`config.mk`:
```
export PLATFORM = sky130hd
export DESIGN_NAME = positional_list_insert_delete_top
export DESIGN_NICKNAME = d
export VERILOG_FILES = /design/src/rtl/plil_pkg.sv /design/src/rtl/positional_list_insert_delete_top.sv /design/src/rtl/plil_ram.sv
export SDC_FILE = /design/constraint.sdc
export NUM_CORES = 2
export LEC_CHECK = 0
export BUFFER_PORTS_ARGS = -buffer_cell sky130_fd_sc_hd__buf_2
export CORE_ASPECT_RATIO = 0.75
export CORE_MARGIN = 5
export CORE_UTILIZATION = 35
export DETAILED_ROUTE_END_ITERATION = 10
export PLACE_DENSITY = 0.46
export SYNTH_ARGS = -nofsm -noshare
export SYNTH_HDL_FRONTEND = slang
export SYNTH_SLANG_ARGS = --single-unit
```
`constraint.sdc`:
```
create_clock -name clk_i -period 17.8 [get_ports clk_i]
set_input_delay 0 -clock clk_i [delete_from_list [all_inputs] [get_ports clk_i]]
set_output_delay 0 -clock clk_i [all_outputs]
set_load 0.01 [all_outputs]
```
`src/rtl/plil_pkg.sv`:
```
// Shared types and constants for the positional list block.
// Used by the list top level and its checker; depends on nothing else.
package plil_pkg;

  localparam int unsigned DEPTH      = 64;
  localparam int unsigned ADDR_W     = (DEPTH > 1) ? $clog2(DEPTH) : 1;
  localparam int unsigned CNT_W      = $clog2(DEPTH + 1);
  localparam int unsigned POS_W      = 7;
  localparam int unsigned WORD_W     = 32;
  localparam int unsigned MODE_W     = 2;
  localparam int unsigned STAT_W     = 2;
  localparam int unsigned IN_DATA_W  = 40;
  localparam int unsigned OUT_DATA_W = 40;

  typedef enum logic [MODE_W-1:0] {
    MODE_INSERT = 2'd0,
    MODE_DELETE = 2'd1,
    MODE_DUMP   = 2'd2
  } mode_e;

  typedef enum logic [STAT_W-1:0] {
    STAT_OK     = 2'd0,
    STAT_BADPOS = 2'd1,
    STAT_FULL   = 2'd2,
    STAT_EMPTY  = 2'd3
  } status_e;

  typedef enum logic [2:0] {
    ST_IDLE,
    ST_INS_STEP,
    ST_INS_WR,
    ST_DEL_STEP,
    ST_DEL_WR,
    ST_DUMP_RD,
    ST_DUMP_EMIT,
    ST_RESULT
  } state_e;

endpackage

```
`src/rtl/positional_list_insert_delete_top.sv`:
```
// Top level of the positional list: sequencer, length count and output register.
// Depends on plil_pkg and plil_ram.
//
// The block keeps an ordered list of up to 64 signed words in one RAM with a
// length count, and the list is empty after reset. Each input word carries a
// mode in tuser: insert before a 1-based position, delete at a 1-based
// position, or dump the whole list; mode 3 is dropped without a result. One
// word is worked on at a time and tready stays low until the sequencer is
// back in idle. Every RAM move goes through the single read port and the
// single write port, with a read state and then a write state per moved
// entry; a dump reads each entry and then emits it. A refused insert or
// delete, or a dump of an empty list, goes straight to the result state.
// A stalled m_axis holds back each dump word and the final result of the
// other modes. Results sit in an output register, so a new input word can
// be taken while the last result still waits on m_axis. An insert is checked
// for a bad position before it is checked for a full list. Reported count is
// the list length after the operation.
module positional_list_insert_delete_top (
  input  logic                               clk_i,
  input  logic                               rst_ni,
  input  logic                               s_axis_tvalid,
  output logic                               s_axis_tready,
  // tdata fields from bit 0 up: position[6:0], value[38:7], zero padding.
  input  logic [plil_pkg::IN_DATA_W-1:0]     s_axis_tdata,
  // tuser fields from bit 0 up: mode[1:0].
  input  logic [plil_pkg::MODE_W-1:0]        s_axis_tuser,
  output logic                               m_axis_tvalid,
  input  logic                               m_axis_tready,
  // tdata fields from bit 0 up: item[31:0], count[38:32], zero padding.
  output logic [plil_pkg::OUT_DATA_W-1:0]    m_axis_tdata,
  // tuser fields from bit 0 up: status[1:0].
  output logic [plil_pkg::STAT_W-1:0]        m_axis_tuser,
  output logic                               m_axis_tlast
);

  localparam int unsigned AW = plil_pkg::ADDR_W;
  localparam int unsigned CW = plil_pkg::CNT_W;
  localparam int unsigned PW = plil_pkg::POS_W;
  localparam int unsigned WW = plil_pkg::WORD_W;

  plil_pkg::state_e state_q, state_d;
  logic [AW-1:0]    ptr_q, ptr_d;
  logic [CW-1:0]    len_q, len_d;
  logic [PW-1:0]    pos_q, pos_d;
  logic [WW-1:0]    value_q, value_d;
  plil_pkg::status_e status_q, status_d;

  // Output register.
  logic                           m_valid_q;
  logic [WW-1:0]                  m_item_q;
  logic [PW-1:0]                  m_count_q;
  plil_pkg::status_e              m_status_q;
  logic                           m_last_q;

  logic                           out_free;
  logic                           out_load;
  logic [WW-1:0]                  out_item;
  plil_pkg::status_e              out_status;
  logic                           out_last;

  // RAM port signals.
  logic          ram_we;
  logic [AW-1:0] ram_waddr;
  logic [WW-1:0] ram_wdata;
  logic          ram_re;
  logic [AW-1:0] ram_raddr;
  logic [WW-1:0] ram_rdata;

  logic [PW-1:0] in_pos;
  logic [WW-1:0] in_value;
  logic [PW-1:0] len_ext;
  logic [PW-1:0] pos_m1;
  logic          in_accept;

  assign in_pos    = s_axis_tdata[PW-1:0];
  assign in_value  = s_axis_tdata[PW+WW-1:PW];
  assign len_ext   = PW'(len_q);
  assign pos_m1    = pos_q - PW'(1);
  assign out_free  = !m_valid_q || m_axis_tready;

  assign s_axis_tready = (state_q == plil_pkg::ST_IDLE);
  assign in_accept     = s_axis_tvalid && s_axis_tready;

  plil_ram #(
    .WIDTH (WW),
    .DEPTH (plil_pkg::DEPTH)
  ) u_ram (
    .clk_i   (clk_i),
    .we_i    (ram_we),
    .waddr_i (ram_waddr),
    .wdata_i (ram_wdata),
    .re_i    (ram_re),
    .raddr_i (ram_raddr),
    .rdata_o (ram_rdata)
  );

  always_ff @(posedge clk_i or negedge rst_ni) begin
    if (!rst_ni) begin
      state_q <= plil_pkg::ST_IDLE;
      len_q   <= '0;
    end else begin
      state_q <= state_d;
      len_q   <= len_d;
    end
  end

  always_ff @(posedge clk_i) begin
    ptr_q    <= ptr_d;
    pos_q    <= pos_d;
    value_q  <= value_d;
    status_q <= status_d;
  end

  always_comb begin
    state_d    = state_q;
    ptr_d      = ptr_q;
    len_d      = len_q;
    pos_d      = pos_q;
    value_d    = value_q;
    status_d   = status_q;
    ram_we     = 1'b0;
    ram_waddr  = ptr_q;
    ram_wdata  = ram_rdata;
    ram_re     = 1'b0;
    ram_raddr  = ptr_q;
    out_load   = 1'b0;
    out_item   = '0;
    out_status = status_q;
    out_last   = 1'b1;

    case (state_q)
      plil_pkg::ST_IDLE: begin
        if (in_accept) begin
          pos_d   = in_pos;
          value_d = in_value;
          case (plil_pkg::mode_e'(s_axis_tuser))
            plil_pkg::MODE_INSERT: begin
              if (in_pos == '0 || in_pos > len_ext + PW'(1)) begin
                status_d = plil_pkg::STAT_BADPOS;
                state_d  = plil_pkg::ST_RESULT;
              end else if (len_q == CW'(plil_pkg::DEPTH)) begin
                status_d = plil_pkg::STAT_FULL;
                state_d  = plil_pkg::ST_RESULT;
              end else begin
                status_d = plil_pkg::STAT_OK;
                ptr_d    = len_q[AW-1:0];
                state_d  = plil_pkg::ST_INS_STEP;
              end
            end
            plil_pkg::MODE_DELETE: begin
              if (in_pos == '0 || in_pos > len_ext) begin
                status_d = plil_pkg::STAT_BADPOS;
                state_d  = plil_pkg::ST_RESULT;
              end else begin
                status_d = plil_pkg::STAT_OK;
                ptr_d    = AW'(in_pos - PW'(1));
                state_d  = plil_pkg::ST_DEL_STEP;
              end
            end
            plil_pkg::MODE_DUMP: begin
              if (len_q == '0) begin
                status_d = plil_pkg::STAT_EMPTY;
                state_d  = plil_pkg::ST_RESULT;
              end else begin
                status_d = plil_pkg::STAT_OK;
                ptr_d    = '0;
                state_d  = plil_pkg::ST_DUMP_RD;
              end
            end
            default: begin
              state_d = plil_pkg::ST_IDLE;
            end
          endcase
        end
      end

      // Walk down from the tail, moving each entry one place up.
      plil_pkg::ST_INS_STEP: begin
        if (PW'(ptr_q) >= pos_q) begin
          ram_re    = 1'b1;
          ram_raddr = ptr_q - AW'(1);
          state_d   = plil_pkg::ST_INS_WR;
        end else begin
          ram_we    = 1'b1;
          ram_waddr = pos_m1[AW-1:0];
          ram_wdata = value_q;
          len_d     = len_q + CW'(1);
          state_d   = plil_pkg::ST_RESULT;
        end
      end

      plil_pkg::ST_INS_WR: begin
        ram_we    = 1'b1;
        ram_waddr = ptr_q;
        ptr_d     = ptr_q - AW'(1);
        state_d   = plil_pkg::ST_INS_STEP;
      end

      // Walk up from the hole, moving each entry one place down.
      plil_pkg::ST_DEL_STEP: begin
        if (CW'(ptr_q) + CW'(1) < len_q) begin
          ram_re    = 1'b1;
          ram_raddr = ptr_q + AW'(1);
          state_d   = plil_pkg::ST_DEL_WR;
        end else begin
          len_d   = len_q - CW'(1);
          state_d = plil_pkg::ST_RESULT;
        end
      end

      plil_pkg::ST_DEL_WR: begin
        ram_we    = 1'b1;
        ram_waddr = ptr_q;
        ptr_d     = ptr_q + AW'(1);
        state_d   = plil_pkg::ST_DEL_STEP;
      end

      plil_pkg::ST_DUMP_RD: begin
        ram_re  = 1'b1;
        state_d = plil_pkg::ST_DUMP_EMIT;
      end

      // The RAM read register holds its word until the next read, so a
      // stalled output simply waits here.
      plil_pkg::ST_DUMP_EMIT: begin
        out_item   = ram_rdata;
        out_status = plil_pkg::STAT_OK;
        out_last   = (CW'(ptr_q) + CW'(1) == len_q);
        if (out_free) begin
          out_load = 1'b1;
          if (out_last) begin
            state_d = plil_pkg::ST_IDLE;
          end else begin
            ptr_d   = ptr_q + AW'(1);
            state_d = plil_pkg::ST_DUMP_RD;
          end
        end
      end

      plil_pkg::ST_RESULT: begin
        if (out_free) begin
          out_load = 1'b1;
          state_d  = plil_pkg::ST_IDLE;
        end
      end

      default: begin
        state_d = plil_pkg::ST_IDLE;
      end
    endcase
  end

  always_ff @(posedge clk_i or negedge rst_ni) begin
    if (!rst_ni) begin
      m_valid_q <= 1'b0;
    end else if (out_load) begin
      m_valid_q <= 1'b1;
    end else if (m_axis_tready) begin
      m_valid_q <= 1'b0;
    end
  end

  always_ff @(posedge clk_i) begin
    if (out_load) begin
      m_item_q   <= out_item;
      m_status_q <= out_status;
      m_last_q   <= out_last;
      m_count_q  <= PW'(len_q);
    end
  end

  assign m_axis_tvalid = m_valid_q;
  assign m_axis_tdata  = {{(plil_pkg::OUT_DATA_W - WW - PW){1'b0}}, m_count_q, m_item_q};
  assign m_axis_tuser  = m_status_q;
  assign m_axis_tlast  = m_last_q;

endmodule

```
`src/rtl/plil_ram.sv`:
```
// Generic single-write, single-read RAM with a registered read port.
// Holds the list entries; depends on nothing else.
module plil_ram #(
  parameter int unsigned WIDTH = 32,
  parameter int unsigned DEPTH = 64
) (
  input  logic                                    clk_i,
  input  logic                                    we_i,
  input  logic [((DEPTH > 1) ? $clog2(DEPTH) : 1)-1:0] waddr_i,
  input  logic [WIDTH-1:0]                        wdata_i,
  input  logic                                    re_i,
  input  logic [((DEPTH > 1) ? $clog2(DEPTH) : 1)-1:0] raddr_i,
  output logic [WIDTH-1:0]                        rdata_o
);

  logic [WIDTH-1:0] mem_q [DEPTH];
  logic [WIDTH-1:0] rdata_q;

  always_ff @(posedge clk_i) begin
    if (we_i) begin
      mem_q[waddr_i] <= wdata_i;
    end
    if (re_i) begin
      rdata_q <= mem_q[raddr_i];
    end
  end

  assign rdata_o = rdata_q;

endmodule

```
# After elaboration in Yosys (flattened, before gate mapping)
# Memories as Yosys holds them, arrays and structs flattened. A register that Yosys moved wholly into a read port is not among the register bits.
# Index checks and enable logic that the tools add are counted.
classes:
  n_addsub: 7
  multipliers: 0
  div: 0
  order_cmp: 4
  eq_ne: 22
  shifts: 0
  n_mux: 47
  bitwise_logic: 0
  reduce_logical: 20
ops:
  columns: ["operator", "count"]
  rows:
  - ["6-bit two-way mux", 11]
  - ["32-bit two-way mux", 2]
  - ["3-bit two-way mux", 8]
  - ["3-bit case mux with 8 select lines", 1]
  - ["6-bit case mux with 4 select lines", 1]
  - ["6-bit case mux with 3 select lines", 1]
  - ["6-bit by 1-bit subtractor with 6-bit output, second input constant", 3]
  - ["7-bit greater-than comparator", 2]
  - ["7-bit logical NOT", 2]
  - ["7-bit two-way mux", 2]
  - ["7-bit case mux with 2 select lines", 1]
  - ["3-bit == test, second input constant", 4]
  - ["3-bit inequality test, second input constant", 4]
  - ["6-bit case mux with 2 select lines", 1]
  - ["1-bit two-way mux", 10]
  - ["2-bit two-way mux", 5]
  - ["2-bit inequality test, second input constant", 5]
  - ["3-bit case mux with 3 select lines", 1]
  - ["3-bit AND reduction", 3]
  - ["9-bit AND reduction", 1]
  - ["6-bit by 1-bit adder with 7-bit output, second input constant", 1]
  - ["7-bit by 1-bit adder with 7-bit output, second input constant", 1]
  - ["7-bit == test", 1]
  - ["7-bit == test, second input constant", 1]
  - ["23 further kinds", 28]
word_totals:
  ff_bits: 100
  latchBits: 0
  ramBits: 2048
  mem_bits_ro: 0
  output_inout_bits: 45
  memories: 1
memory_table:
  columns: ["memory", "depth", "width", "rd", "rd_ports_with_merged_regs", "wr", "line_no", "rtl"]
  rows:
  - ["u_ram.mem_q", 64, 32, 1, 1, 1, "plil_ram.sv:16", "logic [WIDTH-1:0] mem_q [DEPTH];"]

# Logic depth before layout (Yosys ltp)
logic_depth:
  depth_word: 7
  ltp_mapped: 22

# Modules after synthesis
# Synthesis repeated with hierarchy kept, for this count alone.
hier_totals:
  cells_unflattened: 3799
  area_unflattened_um2: 84426.0
modules_own_cells:
  columns: ["mod", "instances", "cells_per_inst", "area_per_inst_um2", "seq_area_each_um2"]
  rows:
  - ["plil_ram", 1, 3324, 78835.6, 62459.9]
  - ["positional_list_insert_delete_top", 1, 475, 5590.4, 2947.8]

# Worst setup path after synthesis
# No wires, ideal clock.
synth_timing:
  kind: "flip-flop to flip-flop"
  start: "reg ptr_q[0]"
  end: "reg u_ram.rdata_q[0] (netlist: u_ram.rdata_o[0]), read port of u_ram.mem_q (enable)"
  t_arrival_ns: 5.473
  required_ns: 17.330
  slack_ns: 11.857
  stages_incl_launch_ff: 14
  n_path_buf: 5
  synth_period_minus_slack_ns: 5.943
  cell_sequence: "edfxtp_1 clkbuf_1 clkinv_1 clkbuf_1 clkbuf_1 clkbuf_1 clkbuf_1 ha_1 ha_1 nand3b_1 a21o_1 o211a_1 nand2_1 a211oi_1"
synth_via:
  elab_chain_cells: 4
  word_cells_on_any_way: 11
  cone_classes: "add/sub (3); order compare (2); mux (6)"
synth_lines:
  columns: ["item", "line_no", "rtl"]
  rows:
  - ["from (decl)", "positional_list_insert_delete_top.sv:42", "logic [AW-1:0] ptr_q, ptr_d;"]
  - ["from (signal assigned)", "positional_list_insert_delete_top.sv:108", "ptr_q <= ptr_d;"]
  - ["6-bit by 1-bit adder with 7-bit output", "positional_list_insert_delete_top.sv:201", "if (CW'(ptr_q) + CW'(1) < len_q) begin"]
  - ["7-bit less-than comparator", "positional_list_insert_delete_top.sv:201", null]
  - ["1-bit two-way mux", "positional_list_insert_delete_top.sv:201", null]
  - ["1-bit case mux with 3 select lines *", "positional_list_insert_delete_top.sv:131", "case (state_q)"]
  - ["net ram_re", "positional_list_insert_delete_top.sv:65", "logic ram_re;"]
  - ["to (decl)", "plil_ram.sv:17", "logic [WIDTH-1:0] rdata_q;"]
# Mark *: on every way through the listed nets, which the timed path passes. The rest lies on a longest branch.
# A chain may end at the register's enable or synchronous reset.

# Worst setup path in the final report
layout_timing:
  start: "reg ptr_q[0]"
  end: "reg u_ram.rdata_q[30] (netlist: u_ram.rdata_o[30]), read port of u_ram.mem_q, data pin"
layout_via:
  elab_chain_cells: 4
  word_cells_on_any_way: 11
  cone_classes: "add/sub (3); order compare (2); mux (6)"
layout_lines:
  columns: ["item", "line_no"]
  rows:
  - ["6-bit by 1-bit adder with 7-bit output", "positional_list_insert_delete_top.sv:201"]
  - ["7-bit less-than comparator", "positional_list_insert_delete_top.sv:201"]
  - ["1-bit two-way mux or 6-bit two-way mux (tied branches)", "positional_list_insert_delete_top.sv:201"]
  - ["1-bit case mux with 3 select lines or 6-bit case mux with 2 select lines (tied branches)", "positional_list_insert_delete_top.sv:131"]
# Parallel ways exist; a longest one is shown, timed or not.

==> results.toml <==
[placement]
placed_area_sq_um = 98450
buffer_ports.inserted = 88
hpwl_um = 172300
dp.cells = 10210
gp_routability_congestion = 0.8042
place_worst_setup_slack_ns = 9.434

[yosys]
netlist-cell-type-count = 72
synth_edf_count = 2169
synth_largest_type_area_fraction = 0.6954
async_flop_share = 0.005046
top_reg_cell_synth = "sky130_fd_sc_hd__edfxtp_1"
synth.cells.most_frequent = "sky130_fd_sc_hd__edfxtp_1 (2169), sky130_fd_sc_hd__nand2_1 (910), sky130_fd_sc_hd__a211oi_1 (780), sky130_fd_sc_hd__and3_1 (682), sky130_fd_sc_hd__clkbuf_1 (435)"
postSynthRegisterBits = 2180
netlist_top_cells_area = "sky130_fd_sc_hd__edfxtp_1 (70%), sky130_fd_sc_hd__a211oi_1 (6.3%), sky130_fd_sc_hd__and3_1 (4.6%), sky130_fd_sc_hd__nand2_1 (3.6%), sky130_fd_sc_hd__clkbuf_1 (1.7%)"
synth-warning-count = 0
syn_nets = 7054
synth.yosys.seq_area_share = 0.6983
postSynthCellCount = 6970
synthMostInstantiatedCell = "sky130_fd_sc_hd__edfxtp_1"
postSynthAreaPerCell_sq_um = 13.44
post_synth_instance_area_sq_um = 93670
synth.largest_area_cell = "sky130_fd_sc_hd__edfxtp_1"

[sta]
fin_skew_ns = 0.06839
relSlewSlack = 0.1231
fin_crit_sh = 0.4788
setup_viol = 0
finalHoldViolCount = 0
worst-slew-pin-transition_ns = 1.315
totalNegativeSetupSlack_ns = 0
layout_setup_ws_ns = 9.278
final.min_clock_period_ns = 8.522
rsz0062_at_grt = "false"
max_freq_mhz = 117.3
drv_slew = 0

[pwr]
power.clock.fraction = 0.209
switching_share = 0.4370
combinationalPowerShare = 0.449
intPower_uw = 12200
peakVddDrop_uv = 234.9
p_switching_uw = 9469
seq_power_share = 0.341
leakagePower_uw = 0.03550
power.density_cell_area_nw_per_um2 = 204.2

[run_status]
status = "finished clean"

[route]
drc = 0
routed_via_density = 5.867
postRouteWirelength_um = 326000
post_drt_wl_per_cell_um = 30.48
count_of_vias_placed_by_the_detailed_router = 62740
drt_pre_antenna_iters = 5
drtIter0Drc = 7048
ant_nets = 0

[global_routing]
antenna_found_initial = 22
grt_overflow_total = 0
grt_pass1_vias = 59850
grtUsageTotal = 0.2250
grt_start_max_net_pins = 170
grt_pass1_wl_um = 457500

[worst_setup_path]
worstSetupStartpointType = "register"
path_class = "register to register"
worstSetupEndpointType = "register"
timing.critical_path.fanout_max = 72
critPathRequiredTime_ns = 18.36
worst_path_arrival_ns = 9.09
r2r_setup_slk_ns = 9.28

[clock_network]
clock_sinks = 2180
tritoncts = "done"
cts_buffer_count = 227
cts.reportedPaths.clkPinSlew_ns = 0.06
clk_latency_ns = 0.91
htree_num_levels = 4
clk_path_buf_depth = 4
clock_root_cell = "sky130_fd_sc_hd__clkbuf_16"

[floorplan]
row_count = 164
fp.coreArea_sq_um = 266300
dieWidth_um = 607.3
floorplan.die_area_sq_um = 278200
initial_core_util = 0.3517
die_y_um = 458.0
ioPinCount = 91

[cells_and_area]
finalInstanceArea_sq_um = 106100
layout.core_utilization = 0.3984
drive_above_1_share = 0.1013
layoutNonFillerInstCount = 10700
final_nets = 7041
area_delta_synth_final_pct = 13.29

[job]
max_cap_violations = 0

[min_path]
holdCritPathClass = "input pin to register"
[registers in the layout, summed over array words and instances (netlist names), 3 cells and up]
register and count:
u_ram.mem_q 2048, m_item_q 32, u_ram.rdata_o 32, value_q 32
len_ext 7, m_count_q 7, pos_q 7, ptr_q 6
state_q 3
[critical path: stages, from the launching register on]
cell	delay, ns
sky130_fd_sc_hd__edfxtp_1	0.32
sky130_fd_sc_hd__buf_4	0.37
sky130_fd_sc_hd__buf_4	0.69
sky130_fd_sc_hd__ha_1	0.37
sky130_fd_sc_hd__nand3_1	0.12
sky130_fd_sc_hd__xnor2_1	0.22
sky130_fd_sc_hd__ha_1	0.34
sky130_fd_sc_hd__a211oi_1	0.09
sky130_fd_sc_hd__o211a_2	0.31
sky130_fd_sc_hd__nand2_4	0.16
sky130_fd_sc_hd__nand3_4	0.64
sky130_fd_sc_hd__nand2_4	0.72
sky130_fd_sc_hd__buf_4	0.74
sky130_fd_sc_hd__buf_4	0.66
sky130_fd_sc_hd__buf_4	0.78
sky130_fd_sc_hd__a211oi_1	0.20
sky130_fd_sc_hd__o21bai_1	0.31
sky130_fd_sc_hd__o2111ai_1	0.16
sky130_fd_sc_hd__nor4_1	0.75
[worst paths after layout]
kind / startpoint / cells past startpoint / end
worst max-delay path: ptr_q[0]$_DFFE_PP_ / 18 / u_ram.rdata_o[30]$_DFFE_PP_
worst min-delay path: s_axis_tdata[0] / 2 / pos_q[0]$_DFFE_PP_
worst max register to register: ptr_q[0]$_DFFE_PP_ / 18 / u_ram.rdata_o[30]$_DFFE_PP_
worst min register to register: m_axis_tvalid$_DFFE_PN0P_ / 2 / m_axis_tvalid$_DFFE_PN0P_
max in group asynchronous: rst_ni / 3 / len_ext[1]$_DFFE_PN0P_
min in group asynchronous: rst_ni / 3 / state_q[0]$_DFFE_PN0P_
[cell usage in the layout (no fill, tap or decap), drive strengths merged, types with 7 or more instances in the layout]
master,count
a21oi,70
bufinv,14
edfxtp,2169
buf,295
and4,102
o21bai,46
or4,20
nor2,230
o22a,14
and2,37
clkinv,82
a311oi,102
o2111ai,39
dfrtp,11
xnor2,22
ha,38
nand4,21
o41ai,57
mux2i,104
dlygate4sd3,88
a22oi,204
clkbuf,289
nand2,911
inv,31
a31oi,68
diode,7
xor2,9
nor4,76
o21a,10
nand3,175
o21ai,173
nor2b,9
a211oi,784
nor3,22
and3,682
o22ai,65
[final cells by class]
| class | instances | area [sq um] |
|---|---|---|
| Tap cell | 3569 | 4466 |
| Clock inverter | 102 | 828.3 |
| Inverter | 27 | 108.9 |
| Fill cell | 24690 | 160200 |
| Sequential cell | 2180 | 65410 |
| Timing Repair Buffer | 383 | 2988 |
| Antenna cell | 7 | 17.52 |
| Multi-Input combinational cell | 4138 | 26360 |
| Clock buffer | 289 | 5944 |
[per-layer routing]
layer,global-route usage,vias up,share of wire
met5,0.0006862,-,0
met1,0.3310,32540,0.46
met4,0.05222,0,0.024
li1,-,27470,-
met3,0.04643,416,0.080
met2,0.3415,2314,0.44
[timing repair]
item / CTS / global route
setup buffers: 0 / 0
gates resized for setup: 0 / 0
hold buffers: 88 / 0
endpoints found under the hold margin: 76 / 0
[metrics by stage]
step	hold slack (ns)	total power, uW
3_3_place_gp	-0.1051	17070
6_report	0.07638	21670
2_1_floorplan	-0.2956	13240
3_5_place_dp	-0.1006	17180
5_1_grt	0.03803	22650
4_1_cts	0.02145	21730
[logic make-up after synthesis]
logic type                 Yosys count  share of synthesized area
and+or+nand+nor                   2301                     0.1243
DFF                               2180                     0.6983
AOI/OAI and AO/OA                 1659                     0.1284
buffers and inverters              652                    0.02915
muxes                              108                    0.01159
adders and majority gates           38                   0.005076
xor gates and xnor gates            31                   0.003139
other                                1                 0.00004004
[power by group through the flow]
| stage | Combinational, uW | Sequential (uW) | Clock [uW] |
|---|---|---|---|
| floorplan | 5840 | 7400 | 0 |
| global route | 10400 | 7420 | 4830 |
| detailed placement | 9690 | 7490 | 0 |
| global placement | 9590 | 7490 | 0 |
| finish | 9740 | 7400 | 4530 |
| CTS | 9720 | 7390 | 4620 |
Power figures use the tool's default switching activity.
